### src/hdl/wavhp_pkg.sv
// package for the wav header parser: beat and result types, phase and status codes
// used by every module of the block, depends on nothing
`default_nettype none

package wavhp_pkg;

  localparam int unsigned InTdataW  = 8;
  localparam int unsigned OutTdataW = 112;
  localparam int unsigned OutTuserW = 5;

  localparam logic [31:0] TagRiff = 32'h4646_4952;
  localparam logic [31:0] TagWave = 32'h4556_4157;
  localparam logic [31:0] TagJunk = 32'h4B4E_554A;
  localparam logic [31:0] TagFmt  = 32'h2074_6D66;
  localparam logic [31:0] TagFllr = 32'h524C_4C46;
  localparam logic [31:0] TagData = 32'h6174_6164;

  localparam logic [15:0] BitsEight   = 16'd8;
  localparam logic [15:0] BitsSixteen = 16'd16;

  typedef enum logic [4:0] {
    ST_OK        = 5'd0,
    ST_END_RIFF  = 5'd1,
    ST_NO_RIFF   = 5'd2,
    ST_END_RSIZE = 5'd3,
    ST_END_WAVE  = 5'd4,
    ST_NO_WAVE   = 5'd5,
    ST_END_ID1   = 5'd6,
    ST_END_JSIZE = 5'd7,
    ST_END_JDATA = 5'd8,
    ST_END_ID2   = 5'd9,
    ST_NO_FMT    = 5'd10,
    ST_END_FSIZE = 5'd11,
    ST_END_FTAG  = 5'd12,
    ST_END_CHAN  = 5'd13,
    ST_END_RATE  = 5'd14,
    ST_END_AVG   = 5'd15,
    ST_END_ALIGN = 5'd16,
    ST_END_BITS  = 5'd17,
    ST_END_ID3   = 5'd18,
    ST_END_LSIZE = 5'd19,
    ST_END_LDATA = 5'd20,
    ST_END_ID4   = 5'd21,
    ST_NO_DATA   = 5'd22,
    ST_END_DSIZE = 5'd23,
    ST_BAD_CHAN  = 5'd24,
    ST_BAD_BITS  = 5'd25
  } status_e;

  typedef enum logic [18:0] {
    PH_RIFF  = 19'h00001,
    PH_RSIZE = 19'h00002,
    PH_WAVE  = 19'h00004,
    PH_ID1   = 19'h00008,
    PH_JSIZE = 19'h00010,
    PH_JDATA = 19'h00020,
    PH_ID2   = 19'h00040,
    PH_FSIZE = 19'h00080,
    PH_FTAG  = 19'h00100,
    PH_CHAN  = 19'h00200,
    PH_RATE  = 19'h00400,
    PH_AVG   = 19'h00800,
    PH_ALIGN = 19'h01000,
    PH_BITS  = 19'h02000,
    PH_ID3   = 19'h04000,
    PH_LSIZE = 19'h08000,
    PH_LDATA = 19'h10000,
    PH_ID4   = 19'h20000,
    PH_DSIZE = 19'h40000
  } phase_e;

  typedef struct packed {
    logic       end_of_stream;
    logic       start_of_file;
    logic [7:0] data_byte;
  } beat_t;

  typedef struct packed {
    logic [33:0] header_length;
    logic [31:0] sample_count;
    logic [4:0]  sample_bits;
    logic [1:0]  channel_count;
    logic [31:0] sample_rate;
    status_e     status;
  } result_t;

  function automatic status_e end_code(input phase_e ph);
    status_e code;
    unique case (ph)
      PH_RIFF:  code = ST_END_RIFF;
      PH_RSIZE: code = ST_END_RSIZE;
      PH_WAVE:  code = ST_END_WAVE;
      PH_ID1:   code = ST_END_ID1;
      PH_JSIZE: code = ST_END_JSIZE;
      PH_JDATA: code = ST_END_JDATA;
      PH_ID2:   code = ST_END_ID2;
      PH_FSIZE: code = ST_END_FSIZE;
      PH_FTAG:  code = ST_END_FTAG;
      PH_CHAN:  code = ST_END_CHAN;
      PH_RATE:  code = ST_END_RATE;
      PH_AVG:   code = ST_END_AVG;
      PH_ALIGN: code = ST_END_ALIGN;
      PH_BITS:  code = ST_END_BITS;
      PH_ID3:   code = ST_END_ID3;
      PH_LSIZE: code = ST_END_LSIZE;
      PH_LDATA: code = ST_END_LDATA;
      PH_ID4:   code = ST_END_ID4;
      PH_DSIZE: code = ST_END_DSIZE;
      default:  code = ST_END_RIFF;
    endcase
    return code;
  endfunction

endpackage

`default_nettype wire

### src/hdl/wavhp_in_stage.sv
// input register of the wav header parser: one beat held for the parser
// depends on wavhp_pkg
`default_nettype none

module wavhp_in_stage (
  input  wire logic           clk_i,
  input  wire logic           rst_ni,
  input  wire logic           valid_i,
  output logic                ready_o,
  input  wire wavhp_pkg::beat_t beat_i,
  input  wire logic           take_i,
  output logic                valid_o,
  output wavhp_pkg::beat_t    beat_o
);

  logic             valid_q, valid_d;
  wavhp_pkg::beat_t beat_q;

  // free when empty or when the held beat leaves this cycle
  assign ready_o = !valid_q || take_i;
  assign valid_d = (valid_i && ready_o) || (valid_q && !take_i);

  always_ff @(posedge clk_i or negedge rst_ni) begin
    if (!rst_ni) begin
      valid_q <= 1'b0;
    end else begin
      valid_q <= valid_d;
    end
  end

  always_ff @(posedge clk_i) begin
    if (valid_i && ready_o) begin
      beat_q <= beat_i;
    end
  end

  assign valid_o = valid_q;
  assign beat_o  = beat_q;

endmodule

`default_nettype wire

### src/hdl/wavhp_parse.sv
// header phase machine: field assembly, tag checks, skips and result forming
// depends on wavhp_pkg
`default_nettype none

module wavhp_parse (
  input  wire logic             clk_i,
  input  wire logic             rst_ni,
  input  wire logic             fire_i,
  input  wire wavhp_pkg::beat_t beat_i,
  output logic                  res_valid_o,
  output wavhp_pkg::result_t    res_o
);

  wavhp_pkg::phase_e phase_q, phase_d, cur_phase;
  logic [1:0]  idx_q, idx_d, cur_idx;
  logic [23:0] shift_q, shift_d, cur_shift;
  logic [32:0] skip_q, skip_d, skip_len;
  logic [31:0] rate_q, rate_d, cur_rate;
  logic [15:0] chan_q, chan_d, cur_chan;
  logic [15:0] bits_q, bits_d, cur_bits;
  logic [33:0] pos_q, pos_d, cur_pos;
  logic        done_q, done_d, cur_done;
  logic [31:0] field_v;
  logic        short_fld, last_byte;
  logic [1:0]  div_sh;

  // a start mark restarts the file with this beat as byte zero
  always_comb begin
    cur_phase = beat_i.start_of_file ? wavhp_pkg::PH_RIFF : phase_q;
    cur_idx   = beat_i.start_of_file ? 2'd0  : idx_q;
    cur_shift = beat_i.start_of_file ? 24'd0 : shift_q;
    cur_rate  = beat_i.start_of_file ? 32'd0 : rate_q;
    cur_chan  = beat_i.start_of_file ? 16'd0 : chan_q;
    cur_bits  = beat_i.start_of_file ? 16'd0 : bits_q;
    cur_pos   = beat_i.start_of_file ? 34'd0 : pos_q;
    cur_done  = beat_i.start_of_file ? 1'b0  : done_q;
  end

  assign field_v   = {8'd0, cur_shift} | (32'(beat_i.data_byte) << {cur_idx, 3'b000});
  assign short_fld = (cur_phase == wavhp_pkg::PH_FTAG) || (cur_phase == wavhp_pkg::PH_CHAN) ||
                     (cur_phase == wavhp_pkg::PH_ALIGN) || (cur_phase == wavhp_pkg::PH_BITS);
  assign last_byte = short_fld ? cur_idx[0] : (cur_idx == 2'd3);
  assign div_sh    = {1'b0, cur_bits == wavhp_pkg::BitsSixteen} + {1'b0, cur_chan == 16'd2};
  assign skip_len  = (cur_phase == wavhp_pkg::PH_JSIZE) ?
                     ({1'b0, field_v} + {32'd0, field_v[0]}) : {1'b0, field_v};

  always_comb begin
    phase_d     = cur_phase;
    idx_d       = cur_idx;
    shift_d     = cur_shift;
    skip_d      = skip_q;
    rate_d      = cur_rate;
    chan_d      = cur_chan;
    bits_d      = cur_bits;
    pos_d       = cur_pos;
    done_d      = cur_done;
    res_valid_o = 1'b0;
    res_o       = '0;
    res_o.status = wavhp_pkg::ST_OK;

    if (!cur_done) begin
      if (beat_i.end_of_stream) begin
        res_valid_o  = 1'b1;
        res_o.status = wavhp_pkg::end_code(cur_phase);
        done_d       = 1'b1;
      end else begin
        pos_d = cur_pos + 34'd1;
        if ((cur_phase == wavhp_pkg::PH_JDATA) || (cur_phase == wavhp_pkg::PH_LDATA)) begin
          skip_d = skip_q - 33'd1;
          if (skip_q == 33'd1) begin
            phase_d = (cur_phase == wavhp_pkg::PH_JDATA) ? wavhp_pkg::PH_ID2
                                                         : wavhp_pkg::PH_ID4;
          end
        end else if (!last_byte) begin
          idx_d   = cur_idx + 2'd1;
          shift_d = field_v[23:0];
        end else begin
          idx_d   = 2'd0;
          shift_d = 24'd0;
          unique case (cur_phase)
            wavhp_pkg::PH_RIFF: begin
              if (field_v != wavhp_pkg::TagRiff) begin
                res_valid_o  = 1'b1;
                res_o.status = wavhp_pkg::ST_NO_RIFF;
                done_d       = 1'b1;
              end else begin
                phase_d = wavhp_pkg::PH_RSIZE;
              end
            end
            wavhp_pkg::PH_RSIZE: phase_d = wavhp_pkg::PH_WAVE;
            wavhp_pkg::PH_WAVE: begin
              if (field_v != wavhp_pkg::TagWave) begin
                res_valid_o  = 1'b1;
                res_o.status = wavhp_pkg::ST_NO_WAVE;
                done_d       = 1'b1;
              end else begin
                phase_d = wavhp_pkg::PH_ID1;
              end
            end
            wavhp_pkg::PH_ID1: begin
              if (field_v == wavhp_pkg::TagJunk) begin
                phase_d = wavhp_pkg::PH_JSIZE;
              end else if (field_v == wavhp_pkg::TagFmt) begin
                phase_d = wavhp_pkg::PH_FSIZE;
              end else begin
                res_valid_o  = 1'b1;
                res_o.status = wavhp_pkg::ST_NO_FMT;
                done_d       = 1'b1;
              end
            end
            wavhp_pkg::PH_JSIZE: begin
              skip_d  = skip_len;
              phase_d = (skip_len != 33'd0) ? wavhp_pkg::PH_JDATA : wavhp_pkg::PH_ID2;
            end
            wavhp_pkg::PH_ID2: begin
              if (field_v != wavhp_pkg::TagFmt) begin
                res_valid_o  = 1'b1;
                res_o.status = wavhp_pkg::ST_NO_FMT;
                done_d       = 1'b1;
              end else begin
                phase_d = wavhp_pkg::PH_FSIZE;
              end
            end
            wavhp_pkg::PH_FSIZE: phase_d = wavhp_pkg::PH_FTAG;
            wavhp_pkg::PH_FTAG:  phase_d = wavhp_pkg::PH_CHAN;
            wavhp_pkg::PH_CHAN: begin
              chan_d  = field_v[15:0];
              phase_d = wavhp_pkg::PH_RATE;
            end
            wavhp_pkg::PH_RATE: begin
              rate_d  = field_v;
              phase_d = wavhp_pkg::PH_AVG;
            end
            wavhp_pkg::PH_AVG:   phase_d = wavhp_pkg::PH_ALIGN;
            wavhp_pkg::PH_ALIGN: phase_d = wavhp_pkg::PH_BITS;
            wavhp_pkg::PH_BITS: begin
              bits_d  = field_v[15:0];
              phase_d = wavhp_pkg::PH_ID3;
            end
            wavhp_pkg::PH_ID3: begin
              if (field_v == wavhp_pkg::TagFllr) begin
                phase_d = wavhp_pkg::PH_LSIZE;
              end else if (field_v == wavhp_pkg::TagData) begin
                phase_d = wavhp_pkg::PH_DSIZE;
              end else begin
                res_valid_o  = 1'b1;
                res_o.status = wavhp_pkg::ST_NO_DATA;
                done_d       = 1'b1;
              end
            end
            wavhp_pkg::PH_LSIZE: begin
              skip_d  = skip_len;
              phase_d = (skip_len != 33'd0) ? wavhp_pkg::PH_LDATA : wavhp_pkg::PH_ID4;
            end
            wavhp_pkg::PH_ID4: begin
              if (field_v != wavhp_pkg::TagData) begin
                res_valid_o  = 1'b1;
                res_o.status = wavhp_pkg::ST_NO_DATA;
                done_d       = 1'b1;
              end else begin
                phase_d = wavhp_pkg::PH_DSIZE;
              end
            end
            wavhp_pkg::PH_DSIZE: begin
              res_valid_o = 1'b1;
              done_d      = 1'b1;
              if ((cur_chan != 16'd1) && (cur_chan != 16'd2)) begin
                res_o.status = wavhp_pkg::ST_BAD_CHAN;
              end else if ((cur_bits != wavhp_pkg::BitsEight) &&
                           (cur_bits != wavhp_pkg::BitsSixteen)) begin
                res_o.status = wavhp_pkg::ST_BAD_BITS;
              end else begin
                // divisor is 1, 2 or 4, so the count is a shift
                res_o.status        = wavhp_pkg::ST_OK;
                res_o.sample_rate   = cur_rate;
                res_o.channel_count = cur_chan[1:0];
                res_o.sample_bits   = cur_bits[4:0];
                res_o.sample_count  = field_v >> div_sh;
                res_o.header_length = pos_d;
              end
            end
            default: ;
          endcase
        end
      end
    end
  end

  always_ff @(posedge clk_i or negedge rst_ni) begin
    if (!rst_ni) begin
      phase_q <= wavhp_pkg::PH_RIFF;
      idx_q   <= 2'd0;
      shift_q <= 24'd0;
      skip_q  <= 33'd0;
      rate_q  <= 32'd0;
      chan_q  <= 16'd0;
      bits_q  <= 16'd0;
      pos_q   <= 34'd0;
      done_q  <= 1'b0;
    end else if (fire_i) begin
      phase_q <= phase_d;
      idx_q   <= idx_d;
      shift_q <= shift_d;
      skip_q  <= skip_d;
      rate_q  <= rate_d;
      chan_q  <= chan_d;
      bits_q  <= bits_d;
      pos_q   <= pos_d;
      done_q  <= done_d;
    end
  end

endmodule

`default_nettype wire

### src/hdl/wavhp_out_stage.sv
// result register of the wav header parser, held until the receiver takes it
// depends on wavhp_pkg
`default_nettype none

module wavhp_out_stage (
  input  wire logic               clk_i,
  input  wire logic               rst_ni,
  input  wire logic               load_i,
  input  wire wavhp_pkg::result_t res_i,
  output logic                    free_o,
  output logic                    valid_o,
  input  wire logic               ready_i,
  output wavhp_pkg::result_t      res_o
);

  logic               valid_q, valid_d;
  wavhp_pkg::result_t res_q;

  assign free_o  = !valid_q || ready_i;
  assign valid_d = load_i || (valid_q && !ready_i);

  always_ff @(posedge clk_i or negedge rst_ni) begin
    if (!rst_ni) begin
      valid_q <= 1'b0;
    end else begin
      valid_q <= valid_d;
    end
  end

  always_ff @(posedge clk_i) begin
    if (load_i) begin
      res_q <= res_i;
    end
  end

  assign valid_o = valid_q;
  assign res_o   = res_q;

endmodule

`default_nettype wire

### src/hdl/wav_header_parser.sv
// top level of the wav header parser: input register, phase machine, result register
// depends on wavhp_pkg, wavhp_in_stage, wavhp_parse and wavhp_out_stage
//
// usage
//   slave side takes the file one byte per beat: tdata is the byte, tuser marks
//   the first byte of a file, tlast marks the end of the stream (no byte then)
//   master side gives at most one beat per file: tuser is the status, tdata the
//   rate, channels, bits, sample count and header length (zero unless status ok)
//   one byte is taken every cycle while the receiver keeps up; each byte steps
//   the phase machine once, which sets the rate at one beat per cycle
//   a result is registered in the result register when its causing beat leaves the input register
//   after a result every beat is dropped until the next start-of-file mark
//   reset empties both registers and puts the parser at the start of a file
//   when the receiver stalls the result holds; one more beat waits in the
//   input register and then tready falls until the result is taken
`default_nettype none

module wav_header_parser (
  input  wire logic                             clk_i,
  input  wire logic                             rst_ni,
  input  wire logic                             s_axis_tvalid,
  output logic                                  s_axis_tready,
  input  wire logic [wavhp_pkg::InTdataW-1:0]   s_axis_tdata,  // data_byte
  input  wire logic                             s_axis_tuser,  // start_of_file
  input  wire logic                             s_axis_tlast,  // end_of_stream
  output logic                                  m_axis_tvalid,
  input  wire logic                             m_axis_tready,
  // sample_rate, channel_count, sample_bits, sample_count, header_length, zero pad
  output logic [wavhp_pkg::OutTdataW-1:0]       m_axis_tdata,
  output logic [wavhp_pkg::OutTuserW-1:0]       m_axis_tuser   // status
);

  wavhp_pkg::beat_t   in_beat, held_beat;
  wavhp_pkg::result_t res_next, res_out;
  logic               held_valid, out_free, fire, res_valid;

  assign in_beat.data_byte     = s_axis_tdata;
  assign in_beat.start_of_file = s_axis_tuser;
  assign in_beat.end_of_stream = s_axis_tlast;

  assign fire = held_valid && out_free;

  wavhp_in_stage u_in (
    .clk_i   (clk_i),
    .rst_ni  (rst_ni),
    .valid_i (s_axis_tvalid),
    .ready_o (s_axis_tready),
    .beat_i  (in_beat),
    .take_i  (fire),
    .valid_o (held_valid),
    .beat_o  (held_beat)
  );

  wavhp_parse u_parse (
    .clk_i       (clk_i),
    .rst_ni      (rst_ni),
    .fire_i      (fire),
    .beat_i      (held_beat),
    .res_valid_o (res_valid),
    .res_o       (res_next)
  );

  wavhp_out_stage u_out (
    .clk_i   (clk_i),
    .rst_ni  (rst_ni),
    .load_i  (fire && res_valid),
    .res_i   (res_next),
    .free_o  (out_free),
    .valid_o (m_axis_tvalid),
    .ready_i (m_axis_tready),
    .res_o   (res_out)
  );

  assign m_axis_tuser = res_out.status;
  assign m_axis_tdata = {7'd0, res_out.header_length, res_out.sample_count,
                         res_out.sample_bits, res_out.channel_count, res_out.sample_rate};

endmodule

`default_nettype wire

### config.mk
export PLATFORM = sky130hd
export DESIGN_NAME = wav_header_parser
export DESIGN_NICKNAME = d
export VERILOG_FILES = /design/src/hdl/wavhp_pkg.sv /design/src/hdl/wavhp_in_stage.sv /design/src/hdl/wavhp_parse.sv /design/src/hdl/wavhp_out_stage.sv /design/src/hdl/wav_header_parser.sv
export SDC_FILE = /design/constraint.sdc
export NUM_CORES = 1
export LEC_CHECK = 0
export ABC_AREA = 1
export BUFFER_PORTS_ARGS = -buffer_cell sky130_fd_sc_hd__buf_2
export CAP_MARGIN = 0
export CELL_PAD_IN_SITES_DETAIL_PLACEMENT = 0
export CELL_PAD_IN_SITES_GLOBAL_PLACEMENT = 1
export CORE_MARGIN = 10
export CORE_UTILIZATION = 46
export DETAILED_ROUTE_END_ITERATION = 7
export GPL_TIMING_DRIVEN = 0
export PLACE_DENSITY_LB_ADDON = 0.1
export SYNTH_ARGS = -nofsm -noshare
export SYNTH_HDL_FRONTEND = slang
export SYNTH_SLANG_ARGS = --single-unit
### constraint.sdc
create_clock -name clk_i -period 6.6 [get_ports clk_i]
set_clock_uncertainty 0.05 [all_clocks]
set_input_delay 0.33 -clock clk_i [delete_from_list [all_inputs] [get_ports clk_i]]
set_output_delay 0.33 -clock clk_i [all_outputs]
set_load 0.01 [all_outputs]
==> reports/qor.csv, run 1 <==
metric,value,unit
status,finished clean,
Leakage,0.00987,uW
WP data arrival,5.04,ns
CP Class,reg -> reg,
cells along the critical path,buf_4 > nor2_8 > nand2_2 > nor2_1 > nand2_1 > nor4_1 > nand3_2 > nand3_1 > nand2_2 > nor2_4 > nand2_1 > o21ai_1 > nand2_1 > nand3_1 > inv_4 > buf_16,
final setup fails,0,
area fraction of the dominant cell type after synthesis,22.9,%
Sw Pwr,2350,uW
final core occ,53.0,%
area grow syn2layout,14.1,%
Final Hold Viols,0,
sequential share of power,37.6,%
WP buf/inv,3,
combinational share of power,29.4,%
"Largest stage delay, worst path",0.72,ns
DRC,0,
TritonRoute pass-1 iters,6,
H-tree depth,2,
"area leader, netlist",dfrtp_1,
Final ANT Viol Nets,0,
Overflow after GRT,0,
Sink Count,299,
synthesized area,0.0194,sq mm
Gate Count Post-Synth,2626,
NumNets Final,2836,
routed len/inst,22.9,um
Initial Utilization,46.4,%
ys async rst share,59.9,%
CP top delay family,simple AND/OR/NAND/NOR gates,
GR Util All Layers,30.1,%
post-route clock period utilization,73.2,%
initial antenna violation count,0,
# hold bufs at CTS,14,
# IOs,133,
total CTS buffers,37,
worst r2r src,u_in.beat_o[8]$_DFFE_PP_,
num rows,75,
average size of a mapped cell,7.40,sq um
port bufs,125,
sequential element share of the synthesized area,41.6,%
Worst Reg-to-Reg Cells,16,
TritonCTS clock tree,done,
worst skew pair latency,0.58,ns
Least-Margin Pin Slew,1.14,ns
CTS resizes,0,
CP Max Fanout,77,
internal power,3770,uW
number of distinct library cells after synthesis,62,
1st-iter DRT viols,2432,
most frequent cells in the layout,"nand2_1, nor2_1, inv_1, a21oi_1, o21ai_0",
slew margin rel.,23.8,%
FMAX,207,MHz
r2r endpoint,u_out.res_o[41]$_SDFFCE_PP0P_,
Post-synth EDFFs,120,
"FF+latch count, synth",299,
Clk pwr share,33.1,%
worst-case clock buffer depth,3,
Yosys warnings,0,
overall routed net length,77400,um
CTS root buffer,clkbuf_16,
"most common cell after layout, fill and taps aside",nand2_1,
main flop type after synthesis,dfrtp_1,
cell repeated most along the worst path,nand2_1,
die width,226,um
Die H,226,um
core region area,0.0419,sq mm
R2R Setup Slk,1.77,ns
slowest CP cell,nor2_1,
RSZ-0062 raised after global routing,no,
setup TNS,0,ns
final slew viol count,0,
DP HPWL,58800,um
die area,0.0509,sq mm
Setup crit end kind,flip-flop,
Vias/cell,5.80,
GPL Wtd Cong,0.987,
Worst Setup Start Kind,flip-flop,
PD cells,276,mW/mm^2
synth top area cells,"dfrtp_1, edfxtp_1, nand2_1",
setup bufs post-CTS,0,
HP Class,in -> async,
time the worst path needs with I/O delays and setup,4.83,ns
Vias,19600,
first-pass GRT wire length,117000,um
Critical Path RT,6.81,ns
"CTS clk-pin slew, worst paths",0.06,ns
Max Cap Viol,0,
largest net degree at the start of global routing,109,
Max VDD drop,220,uV
ant diodes,0,
proportion of layout cells with a drive suffix above 1,13.2,%
number of global-route vias before repair,18700,
Sw Share,38.4,%
-- layer usage --
metal	part of all wire (%)	global-route usage, %	routed length [um]
met1	43	41.7	33500
met2	45	46.6	34700
met3	8.7	5.24	6760
met4	3.2	10.1	2450
met5	0	0	0
-- cell families after synthesis --
kind of cell	after synthesis	synth area share, %
compound gates	560	16.4
buf+inv	489	10.1
fa+ha+maj	7	0.451
simple gates	1203	28.3
xor+xnor	48	2.16
mux	19	0.979
other cells	1	0.0193
flops	299	41.6
-- area by class of cell --
| cell class | count | area, sq um |
|---|---|---|
| inverter | 364 | 1370 |
| multi-input combinational | 1847 | 9410 |
| timing repair buffer | 141 | 831 |
| tap | 539 | 674 |
| fill | 4139 | 19700 |
| buffer | 125 | 602 |
| sequential | 299 | 8080 |
| clock buffer | 47 | 983 |
| clock inverter | 21 | 206 |
-- flip-flops by register name (all words and copies together) (netlist names) --
signal	flops
u_parse.chan_q	16
u_out.res_o	110
u_parse.phase_q	19
u_parse.idx_q	2
u_in.beat_o	10
u_parse.pos_q	34
u_in.valid_o	1
u_parse.shift_q	24
u_parse.skip_q	33
u_parse.done_q	1
u_out.valid_o	1
u_parse.bits_q	16
u_parse.rate_q	32
-- Yosys cell counts (25+ instances only) --
master      n
nand3_1   102
nor3_1     68
o211ai_1   35
edfxtp_1  120
nand2_1   493
xor2_1     38
nand4_1    52
dfrtp_1   178
a21oi_1   200
nor2_1    341
inv_2      36
o21ai_1    34
nor4_1     25
inv_1     324
o21ai_0   179
clkbuf_1   70
nand2_2    39
-- how the worst max path moves through the flow --
stage / slack [ns] / start / cells past startpoint / to
final: 1.77 / u_in.beat_o[8]$_DFFE_PP_ / 16 / u_out.res_o[41]$_SDFFCE_PP0P_
after global routing: 1.56 / u_in.beat_o[8]$_DFFE_PP_ / 17 / u_out.res_o[44]$_SDFFCE_PP0P_
after CTS: 1.91 / u_in.beat_o[8]$_DFFE_PP_ / 17 / u_out.res_o[44]$_SDFFCE_PP0P_
after detailed placement: 1.94 / u_in.beat_o[8]$_DFFE_PP_ / 17 / u_out.res_o[44]$_SDFFCE_PP0P_
after global placement: -0.21 / u_in.beat_o[8]$_DFFE_PP_ / 19 / u_out.res_o[34]$_SDFFCE_PP0P_
after floorplan: 1.70 / u_in.beat_o[8]$_DFFE_PP_ / 19 / u_out.res_o[0]$_SDFFCE_PP0P_
-- per-stage QoR --
step | instances | total power [uW] | cell area, sq um | setup slack, ns | hold slack, ns
floorplan | 2635 | 3430 | 19500 | 1.70 | -0.0156
global placement | 3299 | 4050 | 20800 | -0.207 | 0.417
detailed placement | 3301 | 4070 | 20800 | 1.94 | 0.305
CTS | 3383 | 6100 | 22200 | 1.91 | 0.297
global route | 3383 | 6380 | 22200 | 1.56 | 0.343
finish | 3383 | 6120 | 22200 | 1.77 | 0.295
-- worst register-to-register path, stage by stage (launching register included) --
cell      delay [ns]
edfxtp_1        0.49
buf_4           0.25
nor2_8          0.20
nand2_2         0.10
nor2_1          0.72
nand2_1         0.16
nor4_1          0.60
nand3_2         0.21
nand3_1         0.20
nand2_2         0.11
nor2_4          0.13
nand2_1         0.07
o21ai_1         0.30
nand2_1         0.12
nand3_1         0.20
inv_4           0.22
buf_16          0.30
-- power by group through the flow --
stage / Sequential (uW) / Clock, uW / Combinational (uW)
2_1_floorplan: 2320 / 0 / 1100
6_report: 2300 / 2020 / 1800
3_3_place_gp: 2330 / 0 / 1720
5_1_grt: 2320 / 2110 / 1940
3_5_place_dp: 2330 / 0 / 1740
4_1_cts: 2300 / 2050 / 1750
Note: power is estimated with default switching activity, not from simulation.
==> run 2, diff against run 1 <==
--- a/config.mk
+++ b/config.mk
@@ -11,7 +11,7 @@
 export CELL_PAD_IN_SITES_DETAIL_PLACEMENT = 0
 export CELL_PAD_IN_SITES_GLOBAL_PLACEMENT = 1
 export CORE_MARGIN = 10
-export CORE_UTILIZATION = 46
+export CORE_UTILIZATION = 41
 export DETAILED_ROUTE_END_ITERATION = 7
 export GPL_TIMING_DRIVEN = 0
 export PLACE_DENSITY_LB_ADDON = 0.1
==> constraint.sdc (replaced) <==
create_clock -name clk_i -period 4 [get_ports clk_i]
set_clock_uncertainty 0.05 [all_clocks]
set_input_delay 0.2 -clock clk_i [delete_from_list [all_inputs] [get_ports clk_i]]
set_output_delay 0.2 -clock clk_i [all_outputs]
set_load 0.01 [all_outputs]
==> run 2 against run 1 <==
  * Design area increased by 4.9%
  * Sequential power rose by 66%
  * Total power increased by 75%
  * Count of clock-buffer cells in the layout increased by 3
  * Via count grew 1.1%
  * Fmax increased by 24%
  * Combinational power is 84% higher
  * First-iteration DRC count shrank 17%
  * Register-to-register slack lost 1.7 ns
  * Highest routed layer unchanged
==> reports/qor.csv, run 2 (synthesis results as in run 1) <==
metric,value,unit,change
HP Class,in -> async,,
final core occ,49.7,%,-3.2 points
PD cells,462,mW/mm^2,+67%
Critical Path RT,4.26,ns,-2.55 ns
CTS root buffer,clkbuf_16,,
area grow syn2layout,19.7,%,
"Cell Area, Placed",0.0211,sq mm,+1.2%
DP HPWL,61200,um,+4.1%
most frequent cells in the layout,"nand2_1, nor2_1, inv_1, a21oi_1, o21ai_0",,
worst skew pair latency,0.57,ns,about the same
slowest CP cell,edfxtp_1,,
largest net degree at the start of global routing,100,,-8.3%
hold slack final,0.206,ns,-0.0888 ns
TritonRoute pass-1 iters,8,,+2
Vias,19800,,+1.1%
Initial Utilization,41.6,%,-4.9 points
DR WL met3,6430,um,-4.9%
slew margin rel.,27.9,%,+4.1 points
routed len/inst,23.2,um,+1.6%
Worst Setup Start Kind,flip-flop,,
Finished Layout Cells,3501,,+3.5%
final slew viol count,0,,unchanged
worst-case clock buffer depth,3,,unchanged
uppermost layer routed,met4,,
first-pass GRT wire length,122000,um,+4.2%
Final ANT Viol Nets,0,,unchanged
port bufs,125,,unchanged
Max Cap Viol,0,,unchanged
"Largest stage delay, worst path",0.39,ns,-0.33 ns
FMAX,256,MHz,+24%
Leakage,0.0103,uW,+4.1%
Setup crit end kind,flip-flop,,
H-tree depth,2,,unchanged
Vias/cell,5.66,,-2.3%
CP Max Fanout,31,,-60%
1st-iter DRT viols,2009,,-17%
Overflow after GRT,0,,unchanged
Die H,238,um,+5.4%
# IOs,133,,unchanged
GR Util All Layers,28.0,%,-2.0 points
final instance area,0.0233,sq mm,+4.9%
TritonCTS clock tree,done,,
ant diodes,0,,unchanged
Final Hold Viols,0,,unchanged
routed wl met2,36600,um,+5.5%
time the worst path needs with I/O delays and setup,3.90,ns,-0.929 ns
final setup fails,0,,unchanged
die width,238,um,+5.4%
post-route clock period utilization,97.6,%,+24 points
initial antenna violation count,0,,unchanged
NumNets Final,2886,,+1.8%
cell repeated most along the worst path,nand2_1,,
total CTS buffers,37,,unchanged
core region area,0.0468,sq mm,+12%
CP Class,reg -> reg,,
cells along the critical path,inv_2 > buf_8 > buf_12 > buf_12 > nand2_1 > nand2_4 > buf_4 > nor4_1 > nand3_1 > nor2_2 > nand2_1 > o21ai_4 > nand2_1 > o21ai_2 > nand2_1 > nand3_2 > clkinvlp_4 > buf_6 > buf_12,,
Sink Count,299,,unchanged
CP top delay family,simple AND/OR/NAND/NOR gates,,
proportion of layout cells with a drive suffix above 1,17.3,%,+4.2 points
status,finished clean,,
GPL Wtd Cong,0.955,,-3.2%
WP buf/inv,8,,+5
"CTS clk-pin slew, worst paths",0.06,ns,about the same
"most common cell after layout, fill and taps aside",nand2_1,,
max reg flops,110,,unchanged
die area,0.0565,sq mm,+11%
overall routed net length,81400,um,+5.2%
setup TNS,0,ns,unchanged
WL met1,36300,um,+8.2%
Max VDD drop,332,uV,+51%
num rows,79,,+5.3%
DRC,0,,unchanged
number of global-route vias before repair,19000,,+1.5%
WP data arrival,4.16,ns,-0.88 ns
placed cells,3371,,+2.1%
Least-Margin Pin Slew,1.08,ns,-0.0619 ns
## run 2: cell types whose count changed in the layout (fill, tap and decap cells not counted), sizes merged
cell      before  now
bufinv         2    6
inv          363  355
buf          182  232
clkinvlp       0   10
clkbuf       117  120
clkinv        20   11
## run 2: power by group
| part | internal (uW) | total (uW) | switching, uW |
|---|---|---|---|
| Combinational | 950 | 3320 | 2370 |
| Clock | 2170 | 3610 | 1440 |
| Sequential | 3570 | 3810 | 244 |
## run 2: repair_timing
action | 4_1_cts | 5_1_grt
hold buffers | 14 | 0
resized for setup | 39 | 60
cloned | 0 | 3
endpoints found under the setup margin | 208 | 190
pin swaps | 6 | 19
buffers inserted | 10 | 39
endpoints found under the hold margin | 92 | 0
## run 2: final cells by class
cell class                 instances  area, sq um
fill                            4739        23500
multi-input combinational       1847         9780
sequential                       299         8090
inverter                         364         1400
timing repair buffer             194         1310
clock buffer                      50         1010
tap                              607          759
buffer                           122          644
clock inverter                    18          270
## run 2: per-layer routing
| layer | GRT usage [%] | vias up |
|---|---|---|
| met4 | 7.30 | 0 |
| met3 | 5.96 | 133 |
| met2 | 44.4 | 772 |
| li1 | - | 9234 |
| met1 | 38.2 | 9683 |
| met5 | 0 | - |
## run 2: path summary, 6_finish.rpt
| kind | from | endpoint | slack (ns) | depth (start not counted) |
|---|---|---|---|---|
| min in group clk_i | s_axis_tdata[2] | u_in.beat_o[2]$_DFFE_PP_ | 0.32 | 2 |
| worst min-delay path | rst_ni | u_parse.pos_q[33]$_DFFE_PN0P_ | 0.21 | 2 |
| worst min register to register | u_parse.skip_q[1]$_DFFE_PN0P_ | u_parse.skip_q[1]$_DFFE_PN0P_ | 0.44 | 2 |
| worst max register to register | u_in.beat_o[8]$_DFFE_PP_ | u_out.res_o[51]$_SDFFCE_PP0P_ | 0.1 | 19 |
| max in group asynchronous | rst_ni | u_parse.rate_q[25]$_DFFE_PN0P_ | 2.69 | 3 |
| worst max-delay path | u_in.beat_o[8]$_DFFE_PP_ | u_out.res_o[51]$_SDFFCE_PP0P_ | 0.1 | 19 |
## run 2: stage by stage
stage               power (uW)  setup WS, ns
floorplan                 5690        -0.363
CTS                      10500        0.0158
finish                   10700        0.0957
global route             11200       -0.0383
detailed placement        6800        -0.715
global placement          6760         -2.51
